File: config.mk
export PLATFORM = sky130hd
export DESIGN_NAME = decimal_text_to_integer
export DESIGN_NICKNAME = d
export VERILOG_FILES = /design/src/hw/rtl/dtti_pkg.sv /design/src/hw/rtl/decimal_text_to_integer.sv
export SDC_FILE = /design/constraint.sdc
export NUM_CORES = 1
export LEC_CHECK = 0
export BUFFER_PORTS_ARGS = -buffer_cell sky130_fd_sc_hd__buf_2
export CAP_MARGIN = 15
export CORE_ASPECT_RATIO = 0.8
export CORE_MARGIN = 3
export CORE_UTILIZATION = 40
export CTS_BUF_LIST = sky130_fd_sc_hd__clkbuf_2
export DETAILED_ROUTE_END_ITERATION = 8
export GPL_ROUTABILITY_DRIVEN = 0
export PLACE_DENSITY_LB_ADDON = 0.05
export REMOVE_ABC_BUFFERS = 1
export SLEW_MARGIN = 0
export SYNTH_ARGS = -nofsm -noshare
export SYNTH_HDL_FRONTEND = slang
export SYNTH_SLANG_ARGS = --single-unit
export TNS_END_PERCENT = 50
File: constraint.sdc
create_clock -name clk -period 25.5 [get_ports clk]
set_clock_uncertainty 0.05 [all_clocks]
set_input_delay 2.55 -clock clk [delete_from_list [all_inputs] [get_ports clk]]
set_output_delay 2.55 -clock clk [all_outputs]
set_load 0.02 [all_outputs]
File: src/hw/rtl/dtti_pkg.sv
// Shared types, character codes and range limits for the decimal text parser.
package dtti_pkg;

  localparam int POSITION_BITS_DEF = 16;

  // configuration register indexes
  localparam logic CFG_SIGNED_MODE  = 1'b0;
  localparam logic CFG_WIDTH_SELECT = 1'b1;

  typedef enum logic [1:0] {
    ST_OK      = 2'd0,
    ST_INVALID = 2'd1,
    ST_RANGE   = 2'd2
  } status_t;

  localparam logic [7:0] CH_ZERO  = 8'h30;
  localparam logic [7:0] CH_NINE  = 8'h39;
  localparam logic [7:0] CH_PLUS  = 8'h2B;
  localparam logic [7:0] CH_MINUS = 8'h2D;
  localparam logic [7:0] CH_SPACE = 8'h20;
  localparam logic [7:0] CH_TAB   = 8'h09;
  localparam logic [7:0] CH_CR    = 8'h0D;

  // Indexed by width select: 8, 16, 32, 64 bits
  localparam logic [63:0] UMAX [4] = '{
    64'hFF, 64'hFFFF, 64'hFFFF_FFFF, 64'hFFFF_FFFF_FFFF_FFFF};
  localparam logic [63:0] SMAX [4] = '{
    64'h7F, 64'h7FFF, 64'h7FFF_FFFF, 64'h7FFF_FFFF_FFFF_FFFF};
  localparam logic [63:0] SMIN [4] = '{
    64'h80, 64'h8000, 64'h8000_0000, 64'h8000_0000_0000_0000};

  localparam logic [63:0] UMAX_D10 [4] = '{
    64'hFF / 64'd10, 64'hFFFF / 64'd10, 64'hFFFF_FFFF / 64'd10,
    64'hFFFF_FFFF_FFFF_FFFF / 64'd10};
  localparam logic [63:0] SMAX_D10 [4] = '{
    64'h7F / 64'd10, 64'h7FFF / 64'd10, 64'h7FFF_FFFF / 64'd10,
    64'h7FFF_FFFF_FFFF_FFFF / 64'd10};
  localparam logic [63:0] SMIN_D10 [4] = '{
    64'h80 / 64'd10, 64'h8000 / 64'd10, 64'h8000_0000 / 64'd10,
    64'h8000_0000_0000_0000 / 64'd10};

  // Largest magnitude allowed for the selected mode, width and sign
  function automatic logic [63:0] mag_limit(input logic sgn, input logic neg,
                                            input logic [1:0] wsel);
    logic [63:0] lim;
    priority if (!sgn) lim = UMAX[wsel];
    else if (neg)      lim = SMIN[wsel];
    else               lim = SMAX[wsel];
    return lim;
  endfunction

  function automatic logic [63:0] mag_limit_d10(input logic sgn, input logic neg,
                                                input logic [1:0] wsel);
    logic [63:0] lim;
    priority if (!sgn) lim = UMAX_D10[wsel];
    else if (neg)      lim = SMIN_D10[wsel];
    else               lim = SMAX_D10[wsel];
    return lim;
  endfunction

endpackage

File: src/hw/rtl/decimal_text_to_integer.sv
// Streaming decimal text to integer parser, top level.
//
// Characters arrive one per word on the in_ channel, in_tlast marking the
// last character of a string. Leading whitespace is skipped, an optional
// sign is taken, then decimal digits are accumulated with an overflow check
// against the width set by width_select (8/16/32/64) and signed_mode.
// Exactly one result word per string leaves on the out_ channel: value,
// status and stop position. Characters after the result, up to and
// including the one marked last, are dropped.
// A character accepted into the input register is evaluated from there,
// and its result is written into the result register when the character
// leaves the input register.
// Throughput: one character per cycle while no result is held up on out_,
// set by the single evaluate stage (multiply by ten, add and limit compare)
// between the input register and the result register.
// When out_tready is low and a result is waiting, characters that produce
// no result still flow; a character that would produce one holds in the
// input register until the result register frees.
// Reset (rst_n low, synchronous) clears both registers, the parse state,
// and sets signed_mode to 1 and width_select to 2 (32 bits).
module decimal_text_to_integer
  import dtti_pkg::*;
#(
  parameter int POSITION_BITS = POSITION_BITS_DEF
) (
  input  logic        clk,
  input  logic        rst_n,
  input  logic        in_tvalid,
  output logic        in_tready,
  input  logic [7:0]  in_tdata,   // [7:0] ch
  input  logic        in_tlast,   // last_char
  output logic        out_tvalid,
  input  logic        out_tready,
  output logic [87:0] out_tdata,  // [63:0] parsed_bits, [65:64] status,
                                  // [81:66] stop_position, [87:82] zero
  input  logic        cfg_we,
  input  logic        cfg_index,
  input  logic [1:0]  cfg_wdata
);

  localparam logic [POSITION_BITS-1:0] POS_MAX = '1;

  typedef enum logic [1:0] {PH_SKIP, PH_SIGN, PH_DIGITS, PH_DONE} phase_t;

  logic       signed_mode_r;
  logic [1:0] width_select_r;

  logic       in_vld_r;
  logic [7:0] ch_r;
  logic       last_r;

  phase_t                   phase_r, phase_nxt;
  logic                     neg_r, neg_nxt;
  logic [63:0]              mag_r, mag_nxt;
  logic [POSITION_BITS-1:0] pos_r, pos_nxt;

  logic        out_vld_r;
  logic [63:0] out_val_r;
  status_t     out_st_r;
  logic [15:0] out_pos_r;

  logic                     emit_c;
  logic [63:0]              res_val;
  status_t                  res_st;
  logic [POSITION_BITS-1:0] res_pos;
  logic [31:0]              res_pos_wide;
  logic                     fire;

  logic                     is_digit, is_space, is_sign;
  logic [3:0]               dig;
  logic [POSITION_BITS-1:0] pos_next;
  logic [63:0]              lim, lim_d10, new_mag;
  logic [66:0]              mag_x10;
  logic                     ovf;

  always_comb begin
    is_digit = (ch_r >= CH_ZERO) && (ch_r <= CH_NINE);
    is_space = (ch_r == CH_SPACE) || ((ch_r >= CH_TAB) && (ch_r <= CH_CR));
    is_sign  = (ch_r == CH_PLUS) || ((ch_r == CH_MINUS) && signed_mode_r);
    dig      = 4'(ch_r - CH_ZERO);
    pos_next = (pos_r == POS_MAX) ? pos_r : pos_r + 1'b1;
    lim      = mag_limit(signed_mode_r, neg_r, width_select_r);
    lim_d10  = mag_limit_d10(signed_mode_r, neg_r, width_select_r);
    mag_x10  = {mag_r, 3'b000} + {2'b00, mag_r, 1'b0};
    // first term guards the 67-bit product from wrapping
    ovf      = (mag_r > lim_d10) || (mag_x10 > {3'b000, lim - {60'd0, dig}});
    new_mag  = mag_x10[63:0] + {60'd0, dig};

    emit_c    = 1'b0;
    res_val   = '0;
    res_st    = ST_OK;
    res_pos   = '0;
    phase_nxt = phase_r;
    neg_nxt   = neg_r;
    mag_nxt   = mag_r;
    pos_nxt   = pos_next;

    unique case (phase_r)
      PH_DONE: ;
      PH_SKIP, PH_SIGN, PH_DIGITS: begin
        if (is_digit) begin
          if (ovf) begin
            emit_c    = 1'b1;
            res_st    = ST_RANGE;
            res_pos   = pos_r;
            phase_nxt = PH_DONE;
          end else begin
            mag_nxt   = new_mag;
            phase_nxt = PH_DIGITS;
            if (last_r) begin
              // digits run to the end of the string
              emit_c  = 1'b1;
              res_val = (signed_mode_r && neg_r) ? 64'd0 - new_mag : new_mag;
              res_pos = pos_next;
            end
          end
        end else if (phase_r == PH_DIGITS) begin
          emit_c    = 1'b1;
          res_pos   = pos_r;
          phase_nxt = PH_DONE;
          if (mag_r > lim) res_st = ST_RANGE;
          else res_val = (signed_mode_r && neg_r) ? 64'd0 - mag_r : mag_r;
        end else if (phase_r == PH_SKIP && (is_space || is_sign)) begin
          if (is_sign) begin
            neg_nxt   = (ch_r == CH_MINUS);
            phase_nxt = PH_SIGN;
          end
          if (last_r) begin
            emit_c = 1'b1;
            res_st = ST_INVALID;
          end
        end else begin
          emit_c    = 1'b1;
          res_st    = ST_INVALID;
          phase_nxt = PH_DONE;
        end
      end
      default: ;
    endcase

    // end of string starts the next one fresh
    if (last_r) begin
      phase_nxt = PH_SKIP;
      neg_nxt   = 1'b0;
      mag_nxt   = '0;
      pos_nxt   = '0;
    end

    res_pos_wide = 32'(res_pos);
  end

  assign fire      = in_vld_r && (!emit_c || !out_vld_r || out_tready);
  assign in_tready = !in_vld_r || fire;

  always_ff @(posedge clk) begin
    if (!rst_n) begin
      signed_mode_r  <= 1'b1;
      width_select_r <= 2'd2;
      in_vld_r       <= 1'b0;
      out_vld_r      <= 1'b0;
      phase_r        <= PH_SKIP;
      neg_r          <= 1'b0;
      mag_r          <= '0;
      pos_r          <= '0;
    end else begin
      if (cfg_we) begin
        unique case (cfg_index)
          CFG_SIGNED_MODE:  signed_mode_r  <= cfg_wdata[0];
          CFG_WIDTH_SELECT: width_select_r <= cfg_wdata;
          default: ;
        endcase
      end

      if (in_tvalid && in_tready) begin
        in_vld_r <= 1'b1;
        ch_r     <= in_tdata;
        last_r   <= in_tlast;
      end else if (fire) begin
        in_vld_r <= 1'b0;
      end

      if (fire) begin
        phase_r <= phase_nxt;
        neg_r   <= neg_nxt;
        mag_r   <= mag_nxt;
        pos_r   <= pos_nxt;
      end

      if (fire && emit_c) begin
        out_vld_r <= 1'b1;
        out_val_r <= res_val;
        out_st_r  <= res_st;
        out_pos_r <= res_pos_wide[15:0];
      end else if (out_tready) begin
        out_vld_r <= 1'b0;
      end
    end
  end

  assign out_tvalid = out_vld_r;
  assign out_tdata  = {6'd0, out_pos_r, out_st_r, out_val_r};

endmodule

==> results.md <==
* Result of the run: completed
* Average size of a mapped cell at 7.86 µm²
* Post-layout minimum cycle time at 11.12 ns
* Area growth from synthesis to final layout at 5.58%
* Worst EP arrival at ~8.5 ns
* Number of cells on the worst reg-to-reg path at 21
* Number of failing setup endpoints in the final timing report at 0
* Vias in the first global route at 20,700
* Maximum net fanout on the critical path at 9
* Gate power share at 12.2%
* Insertion delay of the later-clocked pin in the worst-skew pair at 1.07 ns
* First-pass GRT wire length at approximately 130,000 µm
* Post-cts gate resize count at 0
* Count of warnings emitted by yosys at 0
* Number of CTS-inserted buffers at 17
* Async SR Flop Fraction at 0%
* Final-layout worst hold slack at 0.493 ns
* CTS tree: done
* Setup slack of the worst register-to-register path at 17.00 ns
* Slew headroom at between 20% and 30%
* Number of detailed-routing iterations run before antenna repair at 7
* Max-slew violation total from the final report at 0
* Number of synthesized register bits at 179
* Y dimension of the die at about 220 µm
* Final Instance Count excl. Fillers at 3,602
* Area after detailed placement at 23,400 µm²
* Clock group share of total power at ~30%
* Root buffer cell: clkbuf_2
* Final net count at 3,111
* Hold_sp: pos_r[10]
* Count of antenna-violating nets left after detailed routing at 0
* Total overflow reported by the global router at 0
* Die span in x at 270 µm
* Required @ worst endpoint at 22.90 ns
* Share of final-layout standard cells stronger than drive strength 1 at 9.76%
* Detailed router's first-iteration violation count at approximately 2,500
* Inst Count DP at around 3,600
* Main synth FF type: edfxtp_1
* Full die area at 58,800 µm²
* Core area at 54,600 µm²
* Input/output buffers at 100
* Cell Pwr Density at 22.9 nW/µm²
* Hold-critical path endpoint: pos_r[10]
* Max-capacitance violation count at 0
* All-layer global routing usage at approximately 28%
* Share of the core filled with cells at 43.3%
* Sequential fraction of the synthesis area at about a fifth
* Pre-CTS setup slack at ~16 ns
* Number of buffers on the longest clock path at 2
* Per-cell routed wire length at 23.9 µm
* Largest net degree at the start of global routing at 66
* Gate count of the mapped netlist at roughly 2,800
* Final standard cell area without fillers at 23,600 µm²
* Number of buffers inserted to repair setup after CTS at 0
* I/O pins at 107
* Placed wire-length estimate after detailed placement at 67,700 µm
* Min-Delay Path Depth at 2
* Count of vias placed by the detailed router at 22,600
* Maximum achievable frequency at 89.9 MHz
* Switching power total at ~0.17 mW
* R2r startpoint: mag_r[14]
* Distinct cell type count after synthesis at approximately 120
* Peak VDD IR at 0.0268 mV
* Worst hold path type: register to register
* Net Sw Frac at between 30% and 40%
* Number of hold-repair buffers added at the cts stage at 0
* Critical Path Start Type: register
* Final critical-path share of the clock period at a little over two fifths
* Internal power consumption at 0.368 mW
* Setup crit end kind: output pin
* Worst setup path category: register to output pin
* Part of the power in registers at 57.5%
* Initial antenna violation count at 2
* Total power at 0.541 mW
* Initial core utilization at between 40% and 50%
* Post-synth design cell area at 22,400 µm²
* Clock-pin slew reported for the worst setup and hold paths after clock tree synthesis at ~0.33 ns
* Transition time at the pin with the least slew margin at about 1.1 ns
* Unrepaired setup endpoints after global routing: false
* Number of flops mapped to enable cells by yosys at between 90 and 100
* Post-detailed-routing wire length at about 86,000 µm
* Post-layout worst setup margin at roughly 14 ns
* Residual DRC count at 0
* Row count at 76
* Capturing point of the worst reg2reg path: out_val_r[50]
* Total count of hold-check failures in the final report at 0
* Setup TNS after final layout at 0 ns
* CTS sink count at 179
* H-tree levels at 4
* Leakage component of the power at 9.85 nW
* DR vias/cell at 6.28
logic make-up (layout without fill, tap and decap cells):
group	count (synthesis)	in the layout	share of synthesized area (%)
muxes	9	9	0.408
buffers and inverters	229	235	4.32
other	1	9	0.0168
xor gates and xnor gates	227	227	9.30
and+or+nand+nor	1109	1109	25.8
DFF	179	179	20.1
adders and majority gates	249	249	14.0
AOI/OAI and AO/OA	844	844	26.1
critical path, cell delays in order, from the launching register on:
cell      delay [ns]
dfxtp_1         0.71
ha_1            0.43
a21oi_1         0.30
o21ai_1         0.21
a21oi_1         0.27
a21boi_1        0.24
o31ai_1         0.75
o211ai_1        0.32
a31oi_1         0.35
nor4_1          0.10
a311o_1         0.45
ha_1            0.36
nand4_1         0.29
or4_1           0.70
nor3_1          0.31
nor2_1          0.14
a22oi_1         0.41
and3_1          0.47
o21a_1          0.21
nor2_1          0.07
nand3_1         0.15
buf_2           0.18
registers in the layout, indices dropped and copies added, names as in the netlist:
signal	flops
width_select_r	2
out_tvalid	1
out_pos_r	16
last_r	1
signed_mode_r	1
mag_r	64
neg_r	1
out_val_r	64
ch_r	8
pos_r	16
out_st_r	2
in_vld_r	1
phase_r	2
layout make-up:
class                   count  area, µm²
clock buffers              20        100
clock inverters            12        128
flip-flops and latches    179       4490
fillers                  5594      31000
repair buffers            127        718
inverters                  76        285
well taps                 741        927
diodes                      3       7.51
multi-input cells        2444      17000
worst max path at each step:
stage	start	to	slack (ns)	cells after the start
after floorplan	signed_mode_r	out_pos_r[0]	12.82	24
after global placement	mag_r[41]	in_tready	15.29	20
after detailed placement	mag_r[14]	in_tready	15.75	21
after CTS	mag_r[14]	in_tready	14.39	21
after global routing	mag_r[14]	in_tready	13.87	21
final	mag_r[14]	in_tready	14.38	21
cell usage in the layout, fill, tap and decap left out, types with 33 or more instances in the layout:
cell type  instances
o21a_1            35
nor3_1            67
a21o_1            83
nand2_1          274
edfxtp_1          91
xor2_1            77
xnor2_1          139
dfxtp_1           88
ha_1             246
inv_1             70
nor2_1           260
nor2b_1           86
a22oi_1           57
a21oi_1          198
and3_1            33
nand4_1           82
nand3_1           83
o21ai_0          132
nor4_1            34
buf_2            100
synth_stat cells, types with 16 or more instances:
cell       instances  area [µm²]
o21ai_0          133         666
or4_1             16         120
or3_1             22         138
a22oi_1           57         428
o22ai_1           28         175
buf_2             35         175
a21oi_1          198         991
nor2_1           261         980
a21boi_0          22         165
nand2_1          276        1040
a31oi_1           26         163
xor2_1            77         674
nor3_1            68         340
nor4_1            34         213
ha_1             246        3080
a211oi_1          17         128
nor2b_1           86         538
a2bb2oi_1         31         272
clkbuf_1         100         375
o31ai_1           24         180
nand2b_1          27         169
and2_1            23         144
o21ai_1           23         115
o21a_1            35         263
xnor2_1          139        1220
nand4_1           82         513
inv_1             71         267
edfxtp_1          91        2730
and3_1            34         213
dfxtp_1           88        1760
o211ai_1          16         120
nand3_1           83         415
a21o_1            83         623
metal layers:
layer	wire, µm	GRT usage [%]	vias to the layer above	share of wire, %
met3	8020	5.30	92	9.3
met1	42200	44.1	10900	49
met2	34200	40.3	1025	40
li1	-	-	10600	-
met5	0	0	-	0
met4	1550	6.06	0	1.8
power groups by stage:
stage | Combinational, mW | Clock (mW) | Sequential, mW
floorplan | 0.0350 | 0 | 0.322
global placement | 0.0643 | 0 | 0.317
detailed placement | 0.0646 | 0 | 0.317
CTS | 0.0651 | 0.171 | 0.312
global route | 0.0721 | 0.181 | 0.312
finish | 0.0661 | 0.164 | 0.311
No activity file was read; power rests on OpenSTA's default activity.
